$ cat config.mk
export PLATFORM = sky130hd
export DESIGN_NAME = indexed_deque
export DESIGN_NICKNAME = d
export VERILOG_FILES = /design/src/idq_pkg.sv /design/src/indexed_deque.sv /design/src/idq_cell.sv
export VERILOG_INCLUDE_DIRS = /design/src /design/src/src
export SDC_FILE = /design/constraint.sdc
export NUM_CORES = 1
export LEC_CHECK = 0
export ABC_AREA = 1
export BUFFER_PORTS_ARGS = -buffer_cell sky130_fd_sc_hd__buf_2
export CAP_MARGIN = 20
export CORE_MARGIN = 2
export CORE_UTILIZATION = 35
export DETAILED_ROUTE_END_ITERATION = 16
export PLACE_DENSITY = 0.51
export SYNTH_ARGS = -nofsm -noshare
export SYNTH_HDL_FRONTEND = slang
export SYNTH_SLANG_ARGS = --single-unit
$ cat constraint.sdc
create_clock -name clk -period 3.78 [get_ports clk]
set_clock_uncertainty 0.05 [all_clocks]
set_input_delay 0.378 -clock clk [delete_from_list [all_inputs] [get_ports clk]]
set_output_delay 0.378 -clock clk [all_outputs]
set_load 0.1 [all_outputs]
$ cat src/indexed_deque_macros.svh
// Assertion helpers for the indexed deque.
`ifndef INDEXED_DEQUE_MACROS_SVH
`define INDEXED_DEQUE_MACROS_SVH

// Same-cycle implication, quiet during reset.
`define IDQ_ASSERT_NOW(label, ante, cons) \
  label: assert property (@(posedge clk) disable iff (rst) (ante) |-> (cons)) \
    else $error("indexed_deque check failed");

// Next-cycle implication, quiet during reset.
`define IDQ_ASSERT_NEXT(label, ante, cons) \
  label: assert property (@(posedge clk) disable iff (rst) (ante) |=> (cons)) \
    else $error("indexed_deque check failed");

`endif

$ cat src/idq_pkg.sv
`timescale 1ns / 1ps

package idq_pkg;

  localparam int CAPACITY = 16;
  localparam int DATA_W   = 32;
  localparam int POS_W    = 4;
  localparam int ACT_W    = 3;
  localparam int STAT_W   = 2;
  localparam int COUNT_W  = $clog2(CAPACITY + 1);
  localparam int IDX_W    = $clog2(CAPACITY);
  localparam int CMP_W    = (COUNT_W > POS_W) ? COUNT_W : POS_W;

  localparam logic signed [DATA_W-1:0] ERR_VALUE = 32'sh7FFF_FFFF;

  typedef enum logic [ACT_W-1:0] {
    ACT_PUSH_FRONT = 3'd0,
    ACT_PUSH_BACK  = 3'd1,
    ACT_POP_FRONT  = 3'd2,
    ACT_POP_BACK   = 3'd3,
    ACT_TAKE_AT    = 3'd4
  } action_t;

  typedef enum logic [STAT_W-1:0] {
    ST_OK    = 2'd0,
    ST_EMPTY = 2'd1,
    ST_FULL  = 2'd2
  } status_t;

  // What every cell does at a clock edge.
  typedef enum logic [1:0] {
    CELL_HOLD     = 2'd0,
    CELL_SHIFT_IN = 2'd1,  // take left neighbor; cell 0 takes the new word
    CELL_LOAD     = 2'd2,  // cell at idx takes the new word
    CELL_CLOSE    = 2'd3   // cells at or above idx take right neighbor
  } cell_op_t;

  typedef struct packed {
    cell_op_t                  op;
    logic [IDX_W-1:0]          idx;
    logic signed [DATA_W-1:0]  value;
  } cell_ctl_t;

endpackage

$ cat src/indexed_deque.sv
`timescale 1ns / 1ps
// Bounded double-ended queue of signed 32-bit words with removal by position.
// Command channel: drive action, value and position with start high; the
// request is taken at a rising edge where start is high and busy is low.
// busy is high only while rst is asserted, so one request can be taken
// every cycle.
// Result channel: done pulses for one cycle, in the cycle after the request is
// taken, with removed_value, status and count (element count after the
// request). The receiver cannot stall; each result is valid for that single
// cycle only.
// Storage is a row of cells with cell 0 at the front. All cells shift
// together at the same clock edge, and the result is held in output
// registers fed from the cell row.
// Reset clears the element count and the result strobe; cell contents are
// left as they are and are only read below the count.
`include "indexed_deque_macros.svh"

module indexed_deque import idq_pkg::*; (
  input  logic                     clk,
  input  logic                     rst,
  input  logic                     start,
  output logic                     busy,
  input  logic [ACT_W-1:0]         action,
  input  logic signed [DATA_W-1:0] value,
  input  logic [POS_W-1:0]         position,
  output logic                     done,
  output logic signed [DATA_W-1:0] removed_value,
  output logic [STAT_W-1:0]        status,
  output logic [COUNT_W-1:0]       count
);

  logic                     accept;
  logic [COUNT_W-1:0]       occ;
  logic [COUNT_W-1:0]       occ_next;
  cell_ctl_t                ctl;
  logic [IDX_W-1:0]         take_idx;
  logic                     take_ok;
  logic signed [DATA_W-1:0] res_value;
  status_t                  res_status;
  logic signed [DATA_W-1:0] cell_data [CAPACITY];

  assign busy   = rst;
  assign accept = start && !busy;

  always_comb begin
    ctl        = '{op: CELL_HOLD, idx: '0, value: value};
    take_idx   = '0;
    take_ok    = 1'b0;
    res_value  = '0;
    res_status = ST_OK;
    occ_next   = occ;
    if (accept) begin
      case (action)
        ACT_PUSH_FRONT: begin
          if (occ >= COUNT_W'(CAPACITY)) begin
            res_status = ST_FULL;
          end else begin
            ctl.op   = CELL_SHIFT_IN;
            occ_next = occ + COUNT_W'(1);
          end
        end
        ACT_PUSH_BACK: begin
          if (occ >= COUNT_W'(CAPACITY)) begin
            res_status = ST_FULL;
          end else begin
            ctl.op   = CELL_LOAD;
            ctl.idx  = IDX_W'(occ);
            occ_next = occ + COUNT_W'(1);
          end
        end
        ACT_POP_FRONT: begin
          take_ok  = (occ != '0);
          take_idx = '0;
        end
        ACT_POP_BACK: begin
          take_ok  = (occ != '0);
          take_idx = IDX_W'(occ - COUNT_W'(1));
        end
        ACT_TAKE_AT: begin
          take_ok  = CMP_W'(position) < CMP_W'(occ);
          take_idx = IDX_W'(position);
        end
        default: res_status = ST_OK;
      endcase
      if (action == ACT_POP_FRONT || action == ACT_POP_BACK || action == ACT_TAKE_AT) begin
        if (take_ok) begin
          ctl.op    = CELL_CLOSE;
          ctl.idx   = take_idx;
          res_value = cell_data[take_idx];
          occ_next  = occ - COUNT_W'(1);
        end else begin
          res_value  = ERR_VALUE;
          res_status = ST_EMPTY;
        end
      end
    end
  end

  for (genvar i = 0; i < CAPACITY; i++) begin : g_cell
    logic signed [DATA_W-1:0] left_in;
    logic signed [DATA_W-1:0] right_in;
    if (i == 0) begin : g_first
      assign left_in = value;
    end else begin : g_mid_l
      assign left_in = cell_data[i-1];
    end
    if (i == CAPACITY - 1) begin : g_last
      assign right_in = cell_data[i];
    end else begin : g_mid_r
      assign right_in = cell_data[i+1];
    end
    idq_cell u_cell (
      .clk   (clk),
      .idx   (IDX_W'(i)),
      .ctl   (ctl),
      .left  (left_in),
      .right (right_in),
      .data  (cell_data[i])
    );
  end

  always_ff @(posedge clk) begin
    if (rst) begin
      occ  <= '0;
      done <= 1'b0;
    end else begin
      occ  <= occ_next;
      done <= accept;
    end
  end

  always_ff @(posedge clk) begin
    removed_value <= res_value;
    status        <= res_status;
    count         <= occ_next;
  end

  `IDQ_ASSERT_NEXT(a_done_follows, accept, done)
  `IDQ_ASSERT_NEXT(a_no_stray_done, !accept, !done)
  `IDQ_ASSERT_NOW(a_occ_bound, 1'b1, occ <= COUNT_W'(CAPACITY))
  `IDQ_ASSERT_NOW(a_full_at_cap, done && status == ST_FULL, count == COUNT_W'(CAPACITY))
  `IDQ_ASSERT_NOW(a_err_value, done && status == ST_EMPTY, removed_value == ERR_VALUE)
  `IDQ_ASSERT_NEXT(a_occ_step, accept,
    occ == $past(occ) || occ == $past(occ) + COUNT_W'(1) || occ == $past(occ) - COUNT_W'(1))

endmodule

$ cat src/idq_cell.sv
`timescale 1ns / 1ps

module idq_cell import idq_pkg::*; (
  input  logic                     clk,
  input  logic [IDX_W-1:0]         idx,
  input  cell_ctl_t                ctl,
  input  logic signed [DATA_W-1:0] left,
  input  logic signed [DATA_W-1:0] right,
  output logic signed [DATA_W-1:0] data
);

  logic signed [DATA_W-1:0] data_next;

  always_comb begin
    data_next = data;
    case (ctl.op)
      CELL_SHIFT_IN: data_next = left;
      CELL_LOAD: begin
        if (idx == ctl.idx) data_next = ctl.value;
      end
      CELL_CLOSE: begin
        if (idx >= ctl.idx) data_next = right;
      end
      default: data_next = data;
    endcase
  end

  always_ff @(posedge clk) begin
    data <= data_next;
  end

endmodule
==> results.sh, run 1 <==
export IMPL_fillCellCount=8638
export IMPL_synth_top_family_by_area="simple AND/OR/NAND/NOR gates"
export IMPL_critPathMaxFanout=16
export IMPL_ys_ff_latch=557
export IMPL_crit_path_end_kind="register"
export IMPL_firstDrtPassIters=6
export IMPL_finalMaxSlewViolations=0
export IMPL_routed_wl_mm=96.8
export IMPL_rsz0062_at_grt="false"
export IMPL_n_antenna_cell=0
export IMPL_clockRootBuffer="clkbuf_16"
export IMPL_maxSlewHeadroom_pct=29.6
export IMPL_rows=108
export IMPL_p_leak_nw=13.6
export IMPL_criticalPathCategory="reg2reg"
export IMPL_syn_to_final_growth_pct=12.2
export IMPL_ant_nets=0
export IMPL_power_frac_seq_pct=45.6
export IMPL_wl_per_cell_um=22.3
export IMPL_overflow=0
export IMPL_cts_buffers=70
export IMPL_htree_levels=3
export IMPL_drt_iter0_markers=2477
export IMPL_fin_area_mm2=0.0344
export IMPL_synth_warning_count=0
export IMPL_power_frac_comb_pct=10.3
export IMPL_switchingPower_mw=3.87
export IMPL_synthMuxAreaShare_pct=0
export IMPL_placed_area_mm2=0.0320
export IMPL_drive_gt1_share_pct=11.9
export IMPL_hold_class="in2reg"
export IMPL_yosysSeqAreaShare_pct=53.2
export IMPL_core_mm2=0.0868
export IMPL_min_period_ns=3.45
export IMPL_antenna_found_initial=2
export IMPL_place_gp_congestion=0.829
export IMPL_final_cell_mix="nand3_1, inv_1, edfxtp_1, nand2_1, o221ai_1"
export IMPL_synth_cells=3187
export IMPL_synth_compound_area_share_pct=16.4
export IMPL_cts_tree="yes"
export IMPL_grt_pass1_wl_mm=149
export IMPL_cts_path_max_buffers=3
export IMPL_required_ns=4.03
export IMPL_critPathArrivalTime_ns=3.70
export IMPL_fmax_mhz=289
export IMPL_startpoint_type="register"
export IMPL_grt_max_degree=190
export IMPL_yosysTopAreaCellShare_pct=50.2
export IMPL_synth_fa_ha_area_share_pct=0.286
export IMPL_max_slew_worst_pin_slew_ns=1.06
export IMPL_syn_cell_area_mm2=0.0306
export IMPL_hold_violations=0
export IMPL_first_global_vias=24119
export IMPL_syn_nets=3236
export IMPL_vias=24615
export IMPL_p_int_mw=11.3
export IMPL_clk_pin_slew_ns=0.06
export IMPL_avgViaCountPerCell=5.67
export IMPL_fin_hold_ws_ns=0.0243
export IMPL_initial_utilization_pct=35.3
export IMPL_cts_hold_buf=11
export IMPL_setup_viol=0
export IMPL_layout_commonest_cell="nand3_1"
export IMPL_synthSimpleGateAreaFrac_pct=18.1
export IMPL_ir_worst_vdd_uv=278
export IMPL_fp_dieW_um=300
export IMPL_clock_sinks=557
export IMPL_synth_cell_types=30
export IMPL_finalSetupTns_ns=0
export IMPL_cap_violations=0
export IMPL_switching_share_pct=25.5
export IMPL_grt_usage_pct=21.3
export IMPL_clk_latency_ns=0.61
export IMPL_outcome="completed"
export IMPL_powerDensity_mw_per_mm2=442
export IMPL_synth_ff_type="edfxtp_1"
export IMPL_port_buffers=82
export IMPL_period_share_pct=91.4
export IMPL_avgSynthCellArea_um2=9.61
export IMPL_synth_edff_count=512
export IMPL_yosys_area_share_xor_xnor_pct=0.0572
export IMPL_p_total_mw=15.2
export IMPL_pwr_share_clk_pct=44.1
export IMPL_cts_setup_buffers=0
export IMPL_post_cts_resized=0
export IMPL_yosysTopAreaCell="edfxtp_1"
export IMPL_dp_hpwl_mm=52.1
export IMPL_die_area_mm2=0.0899
export IMPL_post_route_drc_count=0
export IMPL_io_pins=83
export IMPL_die_y_um=300
export IMPL_synth_area_leaders="edfxtp_1, nand3_1, o221ai_1"
export IMPL_nNetsFinal=3182
export IMPL_synthArstFlopShare_pct=0
power groups by stage:
stage	Combinational, mW	Clock, mW	Sequential [mW]
after floorplan	0.962	0	7.17
after global placement	1.55	0	7.05
after detailed placement	1.55	0	7.05
after CTS	1.57	6.86	6.92
after global routing	1.71	7.10	6.93
final	1.57	6.70	6.92
synth_stat cells, types with 25 or more instances:
cell type / n
nand2_1: 452
buf_2: 152
nand3_1: 716
o221ai_1: 353
o21ai_0: 72
o221ai_2: 94
edfxtp_1: 512
inv_1: 565
clkbuf_1: 52
nor2_1: 25
buf_1: 34
dfxtp_1: 45
buf_6: 25
area by class of cell:
type,instances,area (µm²),share of cell area (%)
Inverter,574,2160,6.29
Clock inverter,35,360,1.05
Tap cell,1155,1450,4.21
Clock buffer,91,1880,5.48
Multi-Input combinational cell,1772,10900,31.6
Timing Repair Buffer,158,1360,3.96
Sequential cell,557,16300,47.4
registers in the layout, summed over array words and instances (netlist names):
| signal | count |
|---|---|
| g_cell.u_cell.data | 512 |
| removed_value | 32 |
| status | 2 |
| occ | 5 |
| done | 1 |
| count | 5 |
routing by layer:
layer | global-route usage [%] | vias up | routed length [µm]
li1 | - | 11401 | -
met2 | 34.3 | 848 | 44900
met4 | 7.14 | 2 | 2990
met3 | 2.83 | 174 | 5950
met5 | 0 | - | 7
met1 | 29.6 | 12190 | 42900
critical path: stages, from the launching register on:
cell and delay, ns:
dfxtp_1 0.47, inv_1 0.13, ha_1 0.29, nand2_1 0.07, inv_1 0.04, nand3_1 0.08, nand3_2 0.16, nand2_4 0.23
nand2_1 0.08, nand3_1 0.21, nand2_1 0.22, inv_1 0.12, nand2_1 0.16, nand2_2 0.53, buf_12 0.29
kinds of logic (layout without fill, tap and decap cells):
kind of cell	Yosys count	in the layout
buffers and inverters	858	858
adder cells (fa/ha/maj)	7	7
flip-flops	557	557
XOR/XNOR	2	2
AND/OR/NAND/NOR	1214	1214
AO/OA/AOI/OAI	549	549
path summary, 6_finish.rpt:
check / start / endpoint / slack, ns / cells after the start
worst max-delay path: occ[1] / g_cell[5].u_cell.data[10] / 0.33 / 14
worst min-delay path: value[24] / g_cell[0].u_cell.data[24] / 0.02 / 3
worst max register to register: occ[1] / g_cell[5].u_cell.data[10] / 0.33 / 14
worst min register to register: occ[3] / occ[3] / 0.55 / 2
stage by stage:
step / instances / utilization (%) / setup slack (ns)
2_1_floorplan: 3187 / - / 0.0104
5_1_grt: 4342 / 39.6 / 0.158
4_1_cts: 4342 / 39.6 / 0.341
3_5_place_dp: 4205 / 36.9 / 0.338
3_3_place_gp: 4205 / 36.9 / 0.402
6_report: 4342 / 39.6 / 0.325
(Power assumes the default switching activity.)
==> run 2, diff against run 1 <==
CTS_BUF_LIST = sky130_fd_sc_hd__clkbuf_8   (was not set)
CTS_CLUSTER_SIZE = 28   (was not set)
HOLD_SLACK_MARGIN = 0.03   (was not set)
==> run 2 against run 1 <==
Routed wire length is 0.83% higher. Count of clock-buffer cells in the layout is 30 higher. Die area stayed put. Core utilization is 0.072 points higher. Clock power is 13% lower. Sequential share of layout area is 0.086 points lower. Non-clock buffer count is 25 higher. Critical path depth stayed put. Register-to-register slack worse by 0.06 ns. Worst setup slack worse by 0.056 ns. Sequential power hardly changed.
==> results.sh, run 2 (same netlist as run 1, synthesis figures left out) <==
export IMPL_worstSetupStartpoint="occ[1]"
export IMPL_reg2reg_depth=14
export IMPL_power_frac_seq_pct=48.3
export IMPL_first_global_vias=24432
export IMPL_finalMaxSlewViolations=0
export IMPL_worstPathCellList="inv_1, ha_1, nand2_1, inv_1, nand3_1, nand3_2, nand2_4, nand2_1, nand3_1, nand2_1, inv_1, nand2_1, nand2_2, buf_12"
export IMPL_criticalPathCategory="reg2reg"
export IMPL_pwr_share_clk_pct=40.6
export IMPL_fmax_mhz=285
export IMPL_cts_tree="yes"
export IMPL_initial_utilization_pct=35.3
export IMPL_rr_startpoint="occ[1]"
export IMPL_fp_dieW_um=300
export IMPL_switching_share_pct=27.7
export IMPL_critPathArrivalTime_ns=3.86
export IMPL_grt_max_degree=190
export IMPL_crit_slowest_cell="nand2_2"
export IMPL_finalSetupTns_ns=0
export IMPL_post_cts_resized=0
export IMPL_crit_path_end_kind="register"
export IMPL_die_area_mm2=0.0899
export IMPL_syn_to_final_growth_pct=12.4
export IMPL_max_slew_worst_pin_slew_ns=1.12
export IMPL_wl_per_cell_um=22.0
export IMPL_drive_gt1_share_pct=13.2
export IMPL_rsz0062_at_grt="false"
export IMPL_largest_reg_flops=512
export IMPL_switchingPower_mw=3.97
export IMPL_outcome="completed"
export IMPL_reg_top3="g_cell.u_cell.data (512), removed_value (32)"
export IMPL_crit_path_end="g_cell[5].u_cell.data[2]"
export IMPL_final_cell_mix="nand3_1, inv_1, edfxtp_1, nand2_1, o221ai_1"
export IMPL_fin_area_mm2=0.0344
export IMPL_power_frac_comb_pct=11.1
export IMPL_vias=24874
export IMPL_period_share_pct=92.9
export IMPL_htree_levels=3
export IMPL_post_route_drc_count=0
export IMPL_grt_pass1_wl_mm=150
export IMPL_antenna_found_initial=3
export IMPL_firstDrtPassIters=5
export IMPL_critPathMaxFanout=16
export IMPL_ant_nets=0
export IMPL_layout_commonest_cell="nand3_1"
export IMPL_rows=108
export IMPL_min_period_ns=3.51
export IMPL_r2r_end="g_cell[5].u_cell.data[2]"
export IMPL_die_y_um=300
export IMPL_ir_worst_vdd_uv=329
export IMPL_hold_violations=0
export IMPL_clock_sinks=557
export IMPL_required_ns=4.13
export IMPL_worst_path_stages=14
export IMPL_setup_viol=0
export IMPL_cts_buffers=105
export IMPL_p_leak_nw=13.9
export IMPL_rrSetupSlack_ns=0.27
export IMPL_clk_latency_ns=0.75
export IMPL_avgViaCountPerCell=5.60
export IMPL_grt_usage_pct=21.4
export IMPL_cts_path_max_buffers=3
export IMPL_p_int_mw=10.4
export IMPL_multi_input_area_mm2=0.0109
export IMPL_placed_area_mm2=0.0320
export IMPL_critical_path_max_stage_delay_ns=0.53
export IMPL_routed_wl_mm=97.6
export IMPL_clk_pin_slew_ns=0.06
export IMPL_seq_area_mm2=0.0163
export IMPL_critical_path_top_delay_family="simple AND/OR/NAND/NOR gates"
export IMPL_port_buffers=82
export IMPL_fin_cells=4441
export IMPL_clockRootBuffer="clkbuf_8"
export IMPL_maxSlewHeadroom_pct=25.1
export IMPL_hold_class="in2reg"
export IMPL_io_pins=83
export IMPL_path_buf_inv=4
export IMPL_dp_cells=4205
export IMPL_fillCellCount=8679
export IMPL_drt_iter0_markers=2262
export IMPL_largest_register="g_cell.u_cell.data"
export IMPL_cp_common_cell="nand2_1"
export IMPL_startpoint_type="register"
export IMPL_cap_violations=0
export IMPL_p_total_mw=14.3
export IMPL_core_mm2=0.0868
export IMPL_cts_setup_buffers=0
export IMPL_powerDensity_mw_per_mm2=416
export IMPL_dp_hpwl_mm=52.1
export IMPL_final_core_util_pct=39.7
export IMPL_place_gp_congestion=0.829
export IMPL_nNetsFinal=3242
export IMPL_overflow=0
==> run 2: final cells by class <==
class	count	area share [%]
clock buffers	121	4.84
flip-flops and latches	557	47.3
diodes	1	0.00727
well taps	1155	4.20
multi-input cells	1772	31.6
inverters	574	6.28
clock inverters	78	1.12
repair buffers	183	4.68
==> run 2: per-layer routing <==
metal  vias up  GRT usage (%)  wire [µm]
li1      11543              -          -
met1     12265           29.6      43200
met2       878           34.3      45200
met3       186           3.19       6040
met4         2           7.55       3140
met5         -              0          7
==> run 2: worst min-delay path: stages <==
cell	delay, ns
buf_2	0.16
inv_1	0.14
a21oi_1	0.14
nor3_1	0.19
==> run 2: worst min-delay path by stage <==
stage / cells after the start / slack [ns] / startpoint / endpoint
finish: 4 / 0.28 / action[2] / status[0]
global route: 4 / 0.30 / action[2] / status[0]
CTS: 6 / 0.21 / action[2] / occ[0]
detailed placement: 2 / 0.53 / occ[3] / occ[3]
global placement: 2 / 0.53 / occ[1] / occ[1]
floorplan: 1 / 0.40 / rst / occ[1]
==> run 2: repair_timing <==
action | 4_1_cts | 5_1_grt
hold endpoints to repair | 39 | 0
endpoints found under the setup margin | 0 | 0
hold buffers | 36 | 0
==> run 2: power groups by stage <==
stage          combinational, mW  clock (mW)  sequential [mW]
2_1_floorplan              0.962           0             7.17
3_3_place_gp                1.55           0             7.05
3_5_place_dp                1.55           0             7.05
4_1_cts                     1.59        5.99             6.92
5_1_grt                     1.73        6.25             6.93
6_report                    1.59        5.81             6.92
==> run 2: metrics by stage <==
stage	worst slack, ns	hold slack [ns]
5_1_grt	0.109	0.304
3_5_place_dp	0.338	0.533
6_report	0.269	0.280
2_1_floorplan	0.0104	0.397
3_3_place_gp	0.402	0.532
4_1_cts	0.284	0.206
